### src/matrix_chain_order_cost_unit_macros.svh
// Assertion macros for the matrix chain cost unit.
// Expects clk and rst_n in the scope where a macro is used.
`ifndef MATRIX_CHAIN_ORDER_COST_UNIT_MACROS_SVH
`define MATRIX_CHAIN_ORDER_COST_UNIT_MACROS_SVH

// same-cycle implication
`define MCOC_ASSERT_NOW(lbl, ante, cons) \
    lbl: assert property (@(posedge clk) disable iff (!rst_n) (ante) |-> (cons)) \
        else $error("mcoc assertion failed");

// next-cycle implication
`define MCOC_ASSERT_NEXT(lbl, ante, cons) \
    lbl: assert property (@(posedge clk) disable iff (!rst_n) (ante) |=> (cons)) \
        else $error("mcoc assertion failed");

`endif

### src/mcoc_pkg.sv
// Shared types and constants for the matrix chain cost unit.
// No dependencies.
`default_nettype none
package mcoc_pkg;

    localparam int DIM_W        = 12;
    localparam int COST_W       = 48;
    localparam int MAX_DIMS_DEF = 16;
    localparam logic [COST_W-1:0] COST_MAX = {COST_W{1'b1}};

    // controller -> datapath
    typedef struct packed {
        logic load_dim;   // item accepted: store dimension
        logic clr_cnt;    // chain finished: restart count
        logic load_pi;    // capture p[i-1] from the dimension read port
        logic load_pj;    // capture p[j] from the dimension read port
        logic issue;      // launch one split step into the pipeline
        logic wr_cost;    // write best into the cost table at (i, j)
        logic clr_best;   // short chain: result is zero
        logic load_out;   // move best into the output register
    } mcoc_cmd_t;

    // datapath -> controller
    typedef struct packed {
        logic pipe_busy;
    } mcoc_stat_t;

endpackage
`default_nettype wire

### src/mcoc_ctrl.sv
// Sequencer for the matrix chain cost unit: loading, table walk, result hand-off.
// Depends on mcoc_pkg.
`default_nettype none
module mcoc_ctrl #(
    parameter int MAX_DIMS = mcoc_pkg::MAX_DIMS_DEF,
    localparam int IW = $clog2(MAX_DIMS),
    localparam int CW = $clog2(MAX_DIMS + 1)
) (
    input  wire logic                clk,
    input  wire logic                rst_n,
    input  wire logic                in_valid,
    input  wire logic                in_last,
    output logic                     in_ready,
    input  wire logic                out_ready,
    output logic                     out_valid,
    input  wire logic [CW-1:0]       dim_count,
    input  wire mcoc_pkg::mcoc_stat_t stat,
    output mcoc_pkg::mcoc_cmd_t      cmd,
    output logic [IW-1:0]            i_idx,
    output logic [IW-1:0]            j_idx,
    output logic [IW-1:0]            k_idx,
    output logic [IW-1:0]            dim_raddr
);

    localparam logic [2:0] ST_LOAD  = 3'd0;
    localparam logic [2:0] ST_START = 3'd1;
    localparam logic [2:0] ST_RD_PI = 3'd2;
    localparam logic [2:0] ST_RD_PJ = 3'd3;
    localparam logic [2:0] ST_ISSUE = 3'd4;
    localparam logic [2:0] ST_DRAIN = 3'd5;
    localparam logic [2:0] ST_DONE  = 3'd6;

    logic [2:0]    state_reg, state_next;
    logic [IW-1:0] i_reg, i_next;
    logic [IW-1:0] j_reg, j_next;
    logic [IW-1:0] k_reg, k_next;
    logic [IW-1:0] m_reg, m_next;
    logic          out_valid_reg, out_valid_next;
    logic          slot_free;

    assign slot_free = !out_valid_reg || out_ready;

    always_comb
    begin
        state_next     = state_reg;
        i_next         = i_reg;
        j_next         = j_reg;
        k_next         = k_reg;
        m_next         = m_reg;
        out_valid_next = out_valid_reg && !out_ready;
        cmd            = '0;
        in_ready       = 1'b0;
        dim_raddr      = k_reg;
        case (state_reg)
            ST_LOAD:
            begin
                in_ready = 1'b1;
                if (in_valid)
                begin
                    cmd.load_dim = 1'b1;
                    if (in_last)
                        state_next = ST_START;
                end
            end
            ST_START:
            begin
                if (dim_count < CW'(3))
                begin
                    cmd.clr_best = 1'b1;
                    state_next   = ST_DONE;
                end
                else
                begin
                    m_next     = IW'(dim_count - CW'(1));
                    i_next     = IW'(dim_count - CW'(2));
                    j_next     = IW'(dim_count - CW'(1));
                    state_next = ST_RD_PI;
                end
            end
            ST_RD_PI:
            begin
                dim_raddr  = IW'(i_reg - IW'(1));
                state_next = ST_RD_PJ;
            end
            ST_RD_PJ:
            begin
                dim_raddr   = j_reg;
                cmd.load_pi = 1'b1;
                k_next      = i_reg;
                state_next  = ST_ISSUE;
            end
            ST_ISSUE:
            begin
                dim_raddr   = k_reg;
                cmd.issue   = 1'b1;
                cmd.load_pj = (k_reg == i_reg);
                if (IW'(k_reg + IW'(1)) == j_reg)
                    state_next = ST_DRAIN;
                else
                    k_next = IW'(k_reg + IW'(1));
            end
            ST_DRAIN:
            begin
                if (!stat.pipe_busy)
                begin
                    if (i_reg == IW'(1) && j_reg == m_reg)
                        state_next = ST_DONE;
                    else
                    begin
                        cmd.wr_cost = 1'b1;
                        state_next  = ST_RD_PI;
                        if (j_reg == m_reg)
                        begin
                            // next row up: first cell is (i-1, i)
                            i_next = IW'(i_reg - IW'(1));
                            j_next = i_reg;
                        end
                        else
                            j_next = IW'(j_reg + IW'(1));
                    end
                end
            end
            ST_DONE:
            begin
                if (slot_free)
                begin
                    cmd.load_out   = 1'b1;
                    cmd.clr_cnt    = 1'b1;
                    out_valid_next = 1'b1;
                    state_next     = ST_LOAD;
                end
            end
            default:
            begin
                state_next = ST_LOAD;
            end
        endcase
    end

    always_ff @(posedge clk or negedge rst_n)
    begin
        if (!rst_n)
        begin
            state_reg     <= ST_LOAD;
            out_valid_reg <= 1'b0;
            i_reg         <= '0;
            j_reg         <= '0;
            k_reg         <= '0;
            m_reg         <= '0;
        end
        else
        begin
            state_reg     <= state_next;
            out_valid_reg <= out_valid_next;
            i_reg         <= i_next;
            j_reg         <= j_next;
            k_reg         <= k_next;
            m_reg         <= m_next;
        end
    end

    assign out_valid = out_valid_reg;
    assign i_idx     = i_reg;
    assign j_idx     = j_reg;
    assign k_idx     = k_reg;

endmodule
`default_nettype wire

### config.mk
export PLATFORM = sky130hd
export DESIGN_NAME = mcoc_ctrl
export DESIGN_NICKNAME = d
export VERILOG_FILES = /design/src/matrix_chain_order_cost_unit_macros.svh /design/src/mcoc_pkg.sv /design/src/mcoc_ctrl.sv
export SDC_FILE = /design/constraint.sdc
export NUM_CORES = 1
export LEC_CHECK = 0
export CAP_MARGIN = 0
export CELL_PAD_IN_SITES_DETAIL_PLACEMENT = 1
export CELL_PAD_IN_SITES_GLOBAL_PLACEMENT = 1
export CORE_UTILIZATION = 46
export CTS_BUF_LIST = sky130_fd_sc_hd__clkbuf_8
export DETAILED_ROUTE_END_ITERATION = 8
export DONT_BUFFER_PORTS = 1
export PLACE_DENSITY_LB_ADDON = 0.12
export SKIP_CTS_REPAIR_TIMING = 1
export SYNTH_ARGS = -nofsm -noshare
export SYNTH_HDL_FRONTEND = slang
export SYNTH_SLANG_ARGS = --single-unit
### constraint.sdc
create_clock -name clk -period 4.26 [get_ports clk]
set_clock_uncertainty 0.15 [all_clocks]
set_input_delay 0 -clock clk [delete_from_list [all_inputs] [get_ports clk]]
set_output_delay 0 -clock clk [all_outputs]
set_load 0.03 [all_outputs]
==> summary.txt <==
Clock network
  • H-tree levels: 1
  • Clock slew at reported path FFs: about 0.080 ns
  • CTS tree: built
  • CTS Buffer Depth: 2
  • CTS Buf Count: 3
  • Clock root buffer: clkbuf_8
  • Clock Latency Late Sink: 0.27 ns
  • Clock Sinks: 20

Synthesis
  • Synth cell types: 49
  • Post-synthesis cell type with the largest combined area: dfrtp_1
  • Syn Area/Cell: 8.38 µm²
  • Yosys reg bits: 20
  • List of most frequent post-synthesis cells: nand2_1 (24), dfrtp_1 (20), inv_1 (14), nor2_1 (14), o21ai_0 (12)
  • Synthesized cell area: 1680 µm²
  • Number of synthesized flops with an enable pin: 0
  • Post-synth net total: between 200 and 250
  • Top cell type's share of synthesized area: 29.9%
  • Predominant post-synthesis flop cell: dfrtp_1
  • Register area share after synthesis: 29.9%
  • Ranking of synthesized cells by area: dfrtp_1 (30%), ha_1 (6.0%), xor2_1 (5.8%)
  • Post-synth ARST share: 100%
  • Syn Inst Count: 200
  • Most common cell in the synthesized netlist: nand2_1
  • Ys Warns: 0

Worst hold path
  • HP Start: dim_count[3]
  • Hold Crit Depth: 4
  • Hold worst-path end: i_idx[3]
  • Hold/Removal Path Class: in -> reg

STA
  • RSZ-0062 raised after global routing: false
  • Final period utilization: 67.6%
  • # setup viols final: 0
  • Max transition margin: between 30% and 40%
  • Worst slew pin tran: 0.987 ns
  • Setup TNS: 0 ns
  • Final worst path period need: 2.88 ns
  • Fmax: 347 MHz
  • Fin. Hold Viols: 7
  • Worst hold margin: -0.0398 ns
  • Pins Over Slew Limit: 0

Power and ir drop
  • Static Leakage: around 0.82 nW
  • Worst IR drop on VDD: 0.498 mV
  • Pwr Density: 912 nW/µm²

Final layout
  • ANT cells: 0
  • Area of the multi-input gates: 1060 µm²
  • Post-route core utilization: 54.5%
  • Nets: 221
  • Finished Layout Cells: 247
  • FILL cells: 398
  • Share of cells above drive strength 1: ~8%
  • Register area: 500 µm²
  • Area growth from synthesis to layout: 11.1%

GRT
  • Initial antenna violation count: 0
  • First-pass GRT wire length: 7530 µm
  • Vias in the first global route: 1454
  • Largest net degree at the start of global routing: 22
  • Total track usage: 24.6%
  • Total congestion overflow: 0

Die
  • Io pins: 37
  • Row cnt: 21
  • DIE HEIGHT: 62.4 µm
  • Die width: approximately 62 µm
  • Core Box Area: 3420 µm²
  • Starting Density: 49.0%
  • Die area: 3890 µm²

Drt
  • Met1 WL: 2250 µm
  • DRC Markers: 0
  • Drt pass-1 iters: 4
  • Wire length per cell: approximately 19 µm
  • Vias post-DR: roughly 1500
  • WL met3: 190 µm
  • 1st-iter DRT viols: 77
  • Top Metal Used: met4
  • Routed vias/inst: roughly 6
  • DR WL met2: about 2200 µm
  • ANT nets after route: 0
  • Final wirelength: about 4700 µm

Worst setup path
  • WS Path Type: reg -> reg
  • Element type at the critical path end: register
  • Setup crit start kind: register
  • Worst endpoint data arrival time: roughly 3 ns
  • Reg2Reg Depth: 7
  • Setup slack, reg-to-reg: 1.38 ns
  • Crit Path Max Fanout: 8
  • Reg2reg start: k_idx[0]
  • R2r endpoint: state_reg[0]
  • Req. time, crit path: 4.31 ns

Run
  • Max_cap viols: 0

Status
  • Failing checks: negative hold slack
  • Status: finished, violations left

Placement
  • Dpl hpwl: 3290 µm
  • Placed insts: 233
  • GP Congestion: between 0.8 and 0.9
  • Buffers on Ports: 0
==> cell type report <==
| class | count | area share, % |
|---|---|---|
| Clock buffer | 3 | 2.22 |
| Clock inverter | 1 | 1.61 |
| Inverter | 14 | 2.82 |
| Multi-Input combinational cell | 152 | 57.1 |
| Sequential cell | 20 | 26.9 |
| Tap cell | 46 | 3.09 |
| Timing Repair Buffer | 11 | 6.32 |
==> cells in the final DEF, fill, tap and decap left out, types with 3 or more instances in the layout <==
master          n
a21oi_1         9
nand3_1         8
nor4_1          4
dfrtp_1        20
inv_1          14
o211ai_1        3
nor3_1          4
dlygate4sd3_1   9
o22a_1          3
o21ai_0        12
clkbuf_8        3
ha_1            8
mux2_1          3
xor2_1         11
xnor2_1         7
nor2_1         14
nand2_1        24
and2_1          3
o21ai_1         4
==> critical path: stages, from the launching register on <==
cell and delay [ns]:
dfrtp_1 0.72, ha_1 0.33, xnor3_1 0.23, nand3_1 0.20, nor3_1 0.28, a21oi_1 0.07, o31ai_1 0.22, dlygate4sd3_1 0.60
==> worst max-delay path by stage <==
stage | to | slack (ns) | depth (start not counted) | from
floorplan | dim_raddr[2] | 2.05 | 7 | i_idx[0]
global placement | j_idx[1] | 1.79 | 5 | j_idx[0]
detailed placement | j_idx[0] | 1.70 | 5 | j_idx[1]
CTS | cmd[2] | 1.62 | 5 | i_idx[1]
global route | state_reg[0] | 1.27 | 7 | k_idx[0]
finish | state_reg[0] | 1.38 | 7 | k_idx[0]
==> metal layers <==
layer	up-vias	track usage (%)
li1	699	-
met1	721	34.0
met2	37	39.8
met3	9	4.23
met4	0	6.10
met5	-	0
==> cell families after synthesis <==
family | Yosys count | share of synthesized area, %
buffers and inverters | 28 | 7.02
flip-flops | 20 | 29.9
AO/OA/AOI/OAI | 47 | 20.0
multiplexers | 6 | 3.88
AND/OR/NAND/NOR | 71 | 21.5
XOR/XNOR | 20 | 11.7
adder cells (fa/ha/maj) | 8 | 5.97
==> power breakdown <==
| part | leakage, nW | internal, W | switching, W |
|---|---|---|---|
| logic | 0.542 | 0.000344 | 0.000523 |
| registers | 0.241 | 0.000276 | 0.000357 |
| clock network | 0.0357 | 0.000126 | 0.0000717 |
| total | 0.819 | 0.000745 | 0.000952 |
==> metrics by stage <==
step	setup WS [ns]	instance area, µm²	power [W]
after floorplan	2.05	1680	0.00129
after detailed placement	1.70	1680	0.00147
after CTS	1.62	1750	0.00167
after global routing	1.27	1860	0.00181
final	1.38	1860	0.00170
after global placement	1.79	1680	0.00143
Note: power is estimated with default switching activity, not from simulation.
